`src/hdl/kmes_pkg.sv`:
```
// Shared types and constants for the keypad matrix event scanner.
// No dependencies; every other file but kmes_fifo imports this package.
package kmes_pkg;

  localparam int KEY_BITS        = 16;
  localparam int DEF_ROW_COUNT   = 4;
  localparam int DEF_COL_COUNT   = 4;
  localparam int QUEUE_DEPTH     = 2;
  localparam int IDLE_SCAN_FACTOR = 5;
  localparam logic [4:0] NO_KEY  = 5'd16;

  // Configuration register reset values
  localparam logic [15:0] RST_DEBOUNCE_MS   = 16'd50;
  localparam logic [15:0] RST_HOLD_MS       = 16'd800;
  localparam logic [15:0] RST_REPEAT_MS     = 16'd150;
  localparam logic [15:0] RST_SCAN_INTERVAL = 16'd1;
  localparam logic [31:0] RST_SLEEP_TIMEOUT = 32'd5000;

  // Configuration register indexes
  typedef enum logic [2:0] {
    REG_DEBOUNCE      = 3'd0,
    REG_HOLD          = 3'd1,
    REG_REPEAT        = 3'd2,
    REG_SCAN_INTERVAL = 3'd3,
    REG_ACTIVE_LOW    = 3'd4,
    REG_INT_MODE      = 3'd5,
    REG_SLEEP_EN      = 3'd6,
    REG_SLEEP_TIMEOUT = 3'd7
  } cfg_reg_t;

  // Event codes
  typedef enum logic [1:0] {
    EV_NONE    = 2'd0,
    EV_PRESSED = 2'd1,
    EV_HOLD    = 2'd2,
    EV_ERROR   = 2'd3
  } ev_t;

  // Error kinds
  typedef enum logic [1:0] {
    ERR_OK     = 2'd0,
    ERR_ABSENT = 2'd1,
    ERR_BUS    = 2'd2
  } err_t;

  typedef struct packed {
    logic [15:0] debounce_ms;
    logic [15:0] hold_ms;
    logic [15:0] repeat_ms;
    logic [15:0] scan_interval_ms;
    logic        level_active_low;
    logic        interrupt_mode;
    logic        sleep_enable;
    logic [31:0] sleep_timeout_ms;
  } cfg_t;

  typedef struct packed {
    logic [31:0] now_ms;
    logic [15:0] column_levels;
    logic        bus_ok;
    logic        device_present;
    logic        change_seen;
  } poll_t;

  // Classified poll handed from the front end to the back end
  typedef struct packed {
    logic [31:0] now_ms;
    logic        any_down;
    logic        single_down;
    logic [3:0]  key_idx;
    logic        bus_ok;
    logic        device_present;
    logic        change_seen;
  } scan_t;

  typedef struct packed {
    logic [1:0] event_code;
    logic [3:0] key_index;
    logic       key_valid;
    logic       in_power_save;
    logic [1:0] error_kind;
  } report_t;

endpackage

```
`src/hdl/kmes_fifo.sv`:
```
// Small first-in first-out queue of packed items.
// Depends on nothing; item type and depth come from the instantiating module.
module kmes_fifo #(
  parameter type item_t = logic,
  parameter int  DEPTH  = 2
) (
  input  logic  clk,
  input  logic  rst,
  input  logic  push,
  input  item_t wr_item,
  output logic  full,
  input  logic  pop,
  output item_t rd_item,
  output logic  empty
);

  localparam int PTR_W = (DEPTH > 1) ? $clog2(DEPTH) : 1;
  localparam int CNT_W = $clog2(DEPTH + 1);

  item_t            store [DEPTH];
  logic [PTR_W-1:0] wr_ptr;
  logic [PTR_W-1:0] rd_ptr;
  logic [CNT_W-1:0] count;
  logic             do_push;
  logic             do_pop;

  assign full    = (count == CNT_W'(DEPTH));
  assign empty   = (count == '0);
  assign do_push = push && !full;
  assign do_pop  = pop && !empty;
  assign rd_item = store[rd_ptr];

  // Entry storage
  always_ff @(posedge clk) begin
    if (do_push) begin
      store[wr_ptr] <= wr_item;
    end
  end

  // Pointers and fill count
  always_ff @(posedge clk) begin
    if (rst) begin
      wr_ptr <= '0;
      rd_ptr <= '0;
      count  <= '0;
    end else begin
      if (do_push) begin
        wr_ptr <= (wr_ptr == PTR_W'(DEPTH - 1)) ? '0 : wr_ptr + 1'b1;
      end
      if (do_pop) begin
        rd_ptr <= (rd_ptr == PTR_W'(DEPTH - 1)) ? '0 : rd_ptr + 1'b1;
      end
      if (do_push && !do_pop) begin
        count <= count + 1'b1;
      end else if (do_pop && !do_push) begin
        count <= count - 1'b1;
      end
    end
  end

endmodule

```
`src/hdl/kmes_front.sv`:
```
// Front end: applies polarity to the column sample and classifies it.
// Depends on kmes_pkg.
module kmes_front import kmes_pkg::*; #(
  parameter int ROW_COUNT = DEF_ROW_COUNT,
  parameter int COL_COUNT = DEF_COL_COUNT
) (
  input  poll_t poll,
  input  logic  level_active_low,
  output scan_t scan
);

  localparam int KEYS      = ROW_COUNT * COL_COUNT;
  localparam int VALID_POS = (KEYS < KEY_BITS) ? KEYS : KEY_BITS;

  logic [KEY_BITS-1:0] valid_mask;
  logic [KEY_BITS-1:0] pressed;
  logic [3:0]          last_idx;

  // Positions the matrix actually has
  always_comb begin
    for (int i = 0; i < KEY_BITS; i++) begin
      valid_mask[i] = (i < VALID_POS);
    end
  end

  assign pressed = (level_active_low ? ~poll.column_levels : poll.column_levels)
                   & valid_mask;

  // Highest pressed position
  always_comb begin
    last_idx = '0;
    for (int i = 0; i < KEY_BITS; i++) begin
      if (pressed[i]) begin
        last_idx = 4'(i);
      end
    end
  end

  always_comb begin
    scan.now_ms         = poll.now_ms;
    scan.any_down       = (pressed != '0);
    scan.single_down    = (pressed != '0) && ((pressed & (pressed - 1'b1)) == '0);
    scan.key_idx        = last_idx;
    scan.bus_ok         = poll.bus_ok;
    scan.device_present = poll.device_present;
    scan.change_seen    = poll.change_seen;
  end

endmodule

```
`src/hdl/kmes_back.sv`:
```
// Back end: debounce, hold-repeat, power save and event generation.
// Depends on kmes_pkg; consumes classified polls, produces one report each.
module kmes_back import kmes_pkg::*; (
  input  logic    clk,
  input  logic    rst,
  input  cfg_t    cfg,
  input  logic    sleep_clear,
  input  logic    take,
  input  scan_t   scan,
  output report_t report
);

  logic        key_down;
  logic [4:0]  current_key;
  logic [31:0] press_time;
  logic [31:0] repeat_time;
  logic [31:0] hold_start;
  logic [31:0] activity_time;
  logic [31:0] any_scan_time;
  logic [31:0] key_scan_time;
  logic        sleeping;
  logic        change_pending;

  logic        key_down_next;
  logic [4:0]  current_key_next;
  logic [31:0] press_time_next;
  logic [31:0] repeat_time_next;
  logic [31:0] hold_start_next;
  logic [31:0] activity_time_next;
  logic [31:0] any_scan_time_next;
  logic [31:0] key_scan_time_next;
  logic        sleeping_next;
  logic        change_pending_next;

  logic [15:0] base_iv;
  logic [18:0] idle_iv;
  logic [31:0] now;

  assign now     = scan.now_ms;
  assign base_iv = (cfg.scan_interval_ms == '0) ? 16'd1 : cfg.scan_interval_ms;
  assign idle_iv = {1'b0, base_iv, 2'b00} + {3'b000, base_iv};

  // Per-poll state update
  always_comb begin
    logic        ap_done;
    logic        ap_ret;
    logic        bus_err;
    logic        scan_err;
    logic [4:0]  scanned;
    logic [18:0] iv;
    logic [1:0]  ev;
    logic [1:0]  err;

    key_down_next       = key_down;
    current_key_next    = current_key;
    press_time_next     = press_time;
    repeat_time_next    = repeat_time;
    hold_start_next     = hold_start;
    activity_time_next  = activity_time;
    any_scan_time_next  = any_scan_time;
    key_scan_time_next  = key_scan_time;
    sleeping_next       = sleeping;
    change_pending_next = change_pending | scan.change_seen;
    ev       = EV_NONE;
    err      = ERR_OK;
    ap_done  = 1'b0;
    ap_ret   = 1'b0;
    bus_err  = 1'b0;
    scan_err = 1'b0;
    scanned  = NO_KEY;
    iv       = '0;

    if (!scan.device_present) begin
      ev  = EV_ERROR;
      err = ERR_ABSENT;
    end else begin
      // Wake on a signalled change
      if (sleeping_next && change_pending_next) begin
        sleeping_next      = 1'b0;
        activity_time_next = now;
      end
      if (!(cfg.interrupt_mode && !change_pending_next && !key_down && !sleeping_next)) begin
        // Presence check with power save handling
        if (cfg.sleep_enable) begin
          if (sleeping_next) begin
            ap_done = 1'b0;
            if (!change_pending_next) begin
              ap_done = 1'b1;
            end
          end else if (key_down) begin
            activity_time_next = now;
          end else if ((now - activity_time_next) > cfg.sleep_timeout_ms) begin
            sleeping_next = 1'b1;
            ap_done       = 1'b1;
          end
        end
        if (!ap_done) begin
          iv = sleeping_next ? idle_iv : {3'b000, base_iv};
          if (any_scan_time != '0 && (now - any_scan_time) < {13'd0, iv}) begin
            ap_ret = key_down;
          end else begin
            any_scan_time_next = now;
            if (!scan.bus_ok) begin
              bus_err = 1'b1;
              ap_ret  = key_down;
            end else if (scan.any_down) begin
              if (!sleeping_next) begin
                activity_time_next = now;
              end
              ap_ret = 1'b1;
            end
          end
        end

        if (!ap_ret) begin
          if (key_down) begin
            key_down_next      = 1'b0;
            current_key_next   = NO_KEY;
            hold_start_next    = '0;
            repeat_time_next   = '0;
            activity_time_next = now;
          end
          change_pending_next = 1'b0;
        end else begin
          // Key scan, rate limited
          if (sleeping_next) begin
            scanned = NO_KEY;
          end else if (key_scan_time != '0 && (now - key_scan_time) < {16'd0, base_iv}) begin
            scanned = current_key;
          end else begin
            key_scan_time_next = now;
            if (!scan.bus_ok) begin
              scan_err = 1'b1;
            end else begin
              if (scan.single_down) begin
                scanned            = {1'b0, scan.key_idx};
                activity_time_next = now;
              end
              bus_err = 1'b0;
            end
          end

          if (scan_err) begin
            ev  = EV_ERROR;
            err = ERR_BUS;
          end else if (scanned != NO_KEY) begin
            if (!key_down) begin
              if ((now - press_time) > {16'd0, cfg.debounce_ms}) begin
                key_down_next       = 1'b1;
                current_key_next    = scanned;
                hold_start_next     = now;
                repeat_time_next    = now;
                activity_time_next  = now;
                change_pending_next = 1'b0;
                ev                  = EV_PRESSED;
              end
            end else if (scanned == current_key) begin
              if ((now - hold_start) > {16'd0, cfg.hold_ms} &&
                  (now - repeat_time) > {16'd0, cfg.repeat_ms}) begin
                repeat_time_next    = now;
                activity_time_next  = now;
                change_pending_next = 1'b0;
                ev                  = EV_HOLD;
              end
            end else begin
              // A different key replaces the current one
              key_down_next       = 1'b0;
              current_key_next    = scanned;
              hold_start_next     = now;
              repeat_time_next    = now;
              press_time_next     = now;
              activity_time_next  = now;
              change_pending_next = 1'b0;
              ev                  = EV_PRESSED;
            end
          end else if (key_down && !bus_err) begin
            key_down_next       = 1'b0;
            current_key_next    = NO_KEY;
            hold_start_next     = '0;
            repeat_time_next    = '0;
            change_pending_next = 1'b0;
          end
        end
      end
    end

    report.event_code    = ev;
    report.key_index     = current_key_next[4] ? 4'd0 : current_key_next[3:0];
    report.key_valid     = !current_key_next[4];
    report.in_power_save = sleeping_next;
    report.error_kind    = err;
  end

  // State registers
  always_ff @(posedge clk) begin
    if (rst) begin
      key_down       <= 1'b0;
      current_key    <= NO_KEY;
      press_time     <= '0;
      repeat_time    <= '0;
      hold_start     <= '0;
      activity_time  <= '0;
      any_scan_time  <= '0;
      key_scan_time  <= '0;
      sleeping       <= 1'b0;
      change_pending <= 1'b0;
    end else if (sleep_clear) begin
      sleeping <= 1'b0;
    end else if (take) begin
      key_down       <= key_down_next;
      current_key    <= current_key_next;
      press_time     <= press_time_next;
      repeat_time    <= repeat_time_next;
      hold_start     <= hold_start_next;
      activity_time  <= activity_time_next;
      any_scan_time  <= any_scan_time_next;
      key_scan_time  <= key_scan_time_next;
      sleeping       <= sleeping_next;
      change_pending <= change_pending_next;
    end
  end

endmodule

```
`src/hdl/keypad_matrix_event_scanner.sv`:
```
// Keypad matrix event scanner, top level. Depends on kmes_pkg, kmes_front,
// kmes_back and kmes_fifo.
//
// Takes one poll per clock cycle while full is low and returns exactly one
// report per poll, in order. A pushed poll sits in the two-entry front queue,
// is worked by the back end's state update once the result queue has room, and
// its report is pushed into the result queue, where empty goes low and it waits
// to be popped. The rate is set by that state update, which closes on itself;
// the two-entry queues on each side let either side stall without losing a poll
// or a report. Configuration writes take effect at once and must be made only
// while no poll is in flight.
module keypad_matrix_event_scanner import kmes_pkg::*; #(
  parameter int ROW_COUNT = DEF_ROW_COUNT,
  parameter int COL_COUNT = DEF_COL_COUNT
) (
  input  logic        clk,
  input  logic        rst,
  input  logic        push,
  output logic        full,
  input  poll_t       poll,
  output logic        empty,
  input  logic        pop,
  output report_t     report,
  input  logic        cfg_we,
  input  logic [2:0]  cfg_addr,
  input  logic [31:0] cfg_wdata
);

  cfg_t    cfg;
  scan_t   scan_in;
  scan_t   scan_out;
  report_t back_report;
  logic    mid_empty;
  logic    out_full;
  logic    take;
  logic    sleep_clear;

  // Configuration registers
  always_ff @(posedge clk) begin
    if (rst) begin
      cfg.debounce_ms      <= RST_DEBOUNCE_MS;
      cfg.hold_ms          <= RST_HOLD_MS;
      cfg.repeat_ms        <= RST_REPEAT_MS;
      cfg.scan_interval_ms <= RST_SCAN_INTERVAL;
      cfg.level_active_low <= 1'b1;
      cfg.interrupt_mode   <= 1'b0;
      cfg.sleep_enable     <= 1'b0;
      cfg.sleep_timeout_ms <= RST_SLEEP_TIMEOUT;
    end else if (cfg_we) begin
      case (cfg_reg_t'(cfg_addr))
        REG_DEBOUNCE:      cfg.debounce_ms      <= cfg_wdata[15:0];
        REG_HOLD:          cfg.hold_ms          <= cfg_wdata[15:0];
        REG_REPEAT:        cfg.repeat_ms        <= cfg_wdata[15:0];
        REG_SCAN_INTERVAL: cfg.scan_interval_ms <= cfg_wdata[15:0];
        REG_ACTIVE_LOW:    cfg.level_active_low <= cfg_wdata[0];
        REG_INT_MODE:      cfg.interrupt_mode   <= cfg_wdata[0];
        REG_SLEEP_EN:      cfg.sleep_enable     <= cfg_wdata[0];
        REG_SLEEP_TIMEOUT: cfg.sleep_timeout_ms <= cfg_wdata;
        default: begin
        end
      endcase
    end
  end

  // Disabling power save also wakes the block
  assign sleep_clear = cfg_we && (cfg_reg_t'(cfg_addr) == REG_SLEEP_EN) && !cfg_wdata[0];

  kmes_front #(
    .ROW_COUNT(ROW_COUNT),
    .COL_COUNT(COL_COUNT)
  ) u_front (
    .poll            (poll),
    .level_active_low(cfg.level_active_low),
    .scan            (scan_in)
  );

  kmes_fifo #(
    .item_t(scan_t),
    .DEPTH (QUEUE_DEPTH)
  ) u_mid_q (
    .clk    (clk),
    .rst    (rst),
    .push   (push),
    .wr_item(scan_in),
    .full   (full),
    .pop    (take),
    .rd_item(scan_out),
    .empty  (mid_empty)
  );

  // Back end works one poll whenever there is room for its report
  assign take = !mid_empty && !out_full;

  kmes_back u_back (
    .clk        (clk),
    .rst        (rst),
    .cfg        (cfg),
    .sleep_clear(sleep_clear),
    .take       (take),
    .scan       (scan_out),
    .report     (back_report)
  );

  kmes_fifo #(
    .item_t(report_t),
    .DEPTH (QUEUE_DEPTH)
  ) u_out_q (
    .clk    (clk),
    .rst    (rst),
    .push   (take),
    .wr_item(back_report),
    .full   (out_full),
    .pop    (pop),
    .rd_item(report),
    .empty  (empty)
  );

endmodule

```
`config.mk`:
```
export PLATFORM = sky130hd
export DESIGN_NAME = keypad_matrix_event_scanner
export DESIGN_NICKNAME = d
export VERILOG_FILES = /design/src/hdl/kmes_pkg.sv /design/src/hdl/kmes_fifo.sv /design/src/hdl/kmes_front.sv /design/src/hdl/kmes_back.sv /design/src/hdl/keypad_matrix_event_scanner.sv
export SDC_FILE = /design/constraint.sdc
export NUM_CORES = 2
export LEC_CHECK = 0
export BUFFER_PORTS_ARGS = -buffer_cell sky130_fd_sc_hd__buf_2
export CORE_UTILIZATION = 50
export CTS_CLUSTER_DIAMETER = 40
export DETAILED_ROUTE_END_ITERATION = 6
export PLACE_DENSITY = 0.68
export SYNTH_ARGS = -nofsm -noshare
export SYNTH_HDL_FRONTEND = slang
export SYNTH_HIERARCHICAL = 1
export SYNTH_SLANG_ARGS = --single-unit
```
`constraint.sdc`:
```
create_clock -name clk -period 12.06 [get_ports clk]
set_clock_uncertainty 0.2 [all_clocks]
set_input_delay 0.603 -clock clk [delete_from_list [all_inputs] [get_ports clk]]
set_output_delay 0.603 -clock clk [all_outputs]
set_load 0.03 [all_outputs]
```
==> results.sh <==
export IMPL_status="completed"
export IMPL_synth_area_leaders="dfxtp_1, ha_1, edfxtp_1"
export IMPL_total_power_w=0.009479
export IMPL_h_tree_depth=3
export IMPL_slew_violations=0
export IMPL_cts_path_max_buffers=3
export IMPL_track_usage_pct=28.75
export IMPL_cap_violations=0
export IMPL_path_max_fanout=21
export IMPL_drc=0
export IMPL_first_pass_iters=5
export IMPL_register_area_mm2=0.009250
export IMPL_maxSlewHeadroom_pct=24.08
export IMPL_synth_area_leader_cell="dfxtp_1"
export IMPL_finalHoldViolCount=0
export IMPL_synth_cell_types=104
export IMPL_period_minus_slack_ns=11.31
export IMPL_peakVddDrop_mv=0.1789
export IMPL_avgRoutedWirePerCell_um=20.02
export IMPL_cts_tree="built"
export IMPL_layout_setup_ws_ns=0.7521
export IMPL_rsz0062_at_grt="no"
export IMPL_vias=29516
export IMPL_layout_drive_gt1_share_pct=10.06
export IMPL_syn_area_mm2=0.03332
export IMPL_syn_avg_cell_area_um2=8.297
export IMPL_cpMostUsedCell="a21oi_1"
export IMPL_required_ns=12.35
export IMPL_whs_ns=0.02559
export IMPL_yosys_top_cells_count="inv_1, nand2_1, a21oi_1"
export IMPL_placementRows=94
export IMPL_syn_inst=4016
export IMPL_port_buffers=102
export IMPL_drt_iter0_markers=2455
export IMPL_syn_to_final_growth_pct=10.92
export IMPL_nets=4446
export IMPL_vias_per_cell=5.953
export IMPL_synthArstFlopShare_pct=0
export IMPL_dp_slack_ns=0.5829
export IMPL_hold_class="in2reg"
export IMPL_ios=103
export IMPL_slowest_delay_ns=0.57
export IMPL_fmax_mhz=88.43
export IMPL_grt_pass1_wl_mm=152.7
export IMPL_grt_pass1_vias=27765
export IMPL_reg2reg_slack_ns=0.75
export IMPL_synth_most_common_cell="inv_1"
export IMPL_die_h_um=260.2
export IMPL_die_area_mm2=0.06768
export IMPL_clock_sinks=411
export IMPL_cp_num_buf_inv=5
export IMPL_worstMarginPinSlew_ns=1.133
export IMPL_crit_path_start_kind="register"
export IMPL_ys_flop_type="dfxtp_1"
export IMPL_setup_viol=0
export IMPL_core_mm2=0.06586
export IMPL_multi_input_area_mm2=0.02161
export IMPL_synth_edf_count=102
export IMPL_synthesis_nets=4423
export IMPL_n_antenna_cell=0
export IMPL_fp_dieW_um=260.2
export IMPL_cts_buffers=68
export IMPL_gp_congestion=0.9411
export IMPL_ys_seq_area_share_pct=27.76
export IMPL_cts_clk_slew_worst_paths_ns=0.06
export IMPL_synth_top_area_share_pct=18.56
export IMPL_p_leak_nw=15.07
export IMPL_clock_latency_ns=0.62
export IMPL_post_route_period_util_pct=93.76
export IMPL_initial_core_util_pct=50.59
export IMPL_grt_max_degree=112
export IMPL_worstPathArrival_ns=11.60
export IMPL_ys_seq_elements=411
export IMPL_path_class="reg2reg"
export IMPL_slowest_stage="a2111oi_0"
export IMPL_fillers=6070
export IMPL_path_delay_family="compound AO/OA/AOI/OAI gates"
export IMPL_antenna_found_initial=0
export IMPL_synth_warnings=6
export IMPL_cp_end_kind="register"
export IMPL_grt_ovfl_total=0
export IMPL_routed_wirelength_mm=99.25
export IMPL_ant_nets=0
export IMPL_p_per_area_mw_per_mm2=256.5
export IMPL_place_hpwl_mm=73.17
export IMPL_finalSetupTns_ns=0
export IMPL_cts_root_buffer="clkbuf_16"
-- kinds of logic after synthesis --
logic type	Yosys count	share of synthesized area, %
buffers and inverters	590	7.592
adders and majority gates	320	12.12
muxes	324	9.947
DFF	411	27.76
AOI/OAI and AO/OA	1054	20.95
xor gates and xnor gates	151	3.991
and+or+nand+nor	1166	17.64
-- what timing repair did --
item	CTS	global route
endpoints found under the setup margin	0	71
hold buffers	33	0
resized for setup	0	4
buffers inserted	0	6
hold endpoints to repair	66	0
-- registers in the layout, indices dropped and copies added, names as in the netlist, 2 cells and up, named ones only --
signal,flops
cfg,99
u_back/key_scan_time,32
u_out_q/count,2
u_back/any_scan_time,32
u_back/current_key,5
u_mid_q/store,82
u_back/hold_start,32
u_back/repeat_time,32
u_out_q/store,20
u_mid_q/count,2
u_back/press_time,32
u_back/activity_time,32
-- per-stage QoR --
| stage | utilization, % | area [µm²] | cells |
|---|---|---|---|
| finish | 56.12 | 36960 | 4958 |
| global placement | 51.86 | 34160 | 4794 |
| global route | 56.12 | 36960 | 4958 |
| floorplan | - | 33320 | 4016 |
| CTS | 56.02 | 36900 | 4952 |
| detailed placement | 51.86 | 34160 | 4794 |
-- power breakdown --
part / internal (W) / leakage, nW / total, W / switching (W)
Clock: 0.00124 / 1.16 / 0.00203 / 0.000783
Sequential: 0.00159 / 3.44 / 0.00170 / 0.000109
Combinational: 0.00227 / 10.5 / 0.00575 / 0.00348
-- layout by cell type (no fill, tap or decap), types with 11 or more instances in the layout --
| cell | n |
|---|---|
| inv_1 | 344 |
| nand2_1 | 335 |
| a21oi_1 | 322 |
| ha_1 | 310 |
| dfxtp_1 | 308 |
| nor2_1 | 277 |
| mux2i_1 | 267 |
| o21ai_0 | 192 |
| nand2b_1 | 146 |
| edfxtp_1 | 102 |
| buf_2 | 101 |
| xnor2_1 | 101 |
| a21o_1 | 95 |
| clkbuf_16 | 71 |
| buf_4 | 58 |
| nor3_1 | 57 |
| mux2_2 | 54 |
| nand4_1 | 52 |
| xor2_1 | 49 |
| nand3_1 | 47 |
| a211oi_1 | 45 |
| a211o_1 | 41 |
| o211ai_1 | 40 |
| o21a_1 | 37 |
| nor2b_1 | 36 |
| nor4_1 | 36 |
| and3_1 | 34 |
| dlygate4sd3_1 | 33 |
| o21bai_1 | 30 |
| or3_1 | 28 |
| a2bb2oi_1 | 28 |
| and2_1 | 26 |
| a31oi_1 | 23 |
| o31ai_1 | 18 |
| a2111oi_0 | 17 |
| or2_2 | 13 |
| a21boi_0 | 13 |
| and4_1 | 11 |
| o22ai_1 | 11 |
| o211a_1 | 11 |
-- worst paths after layout --
path,from,to,depth (start not counted)
setup / recovery,register,u_back/repeat_time[12],44
hold reg to reg,u_back/repeat_time[19],u_back/repeat_time[19],2
setup reg to reg,register,u_back/repeat_time[12],44
hold / removal,poll[50],u_mid_q/store[0][40],1
-- final cells by class --
cell class | instances | area share, %
Inverter | 348 | 3.534
Multi-Input combinational cell | 3015 | 58.46
Sequential cell | 411 | 25.03
Clock inverter | 45 | 1.432
Tap cell | 864 | 2.925
Clock buffer | 80 | 5.088
Timing Repair Buffer | 195 | 3.531
-- per-layer routing --
metal | track usage (%) | up-vias | part of all wire [%]
met5 | 0 | - | 0
met2 | 46.38 | 953 | 45
li1 | - | 14445 | -
met3 | 3.772 | 260 | 5.7
met4 | 17.30 | 0 | 6.1
met1 | 36.54 | 13858 | 43
(Power assumes the default switching activity.)
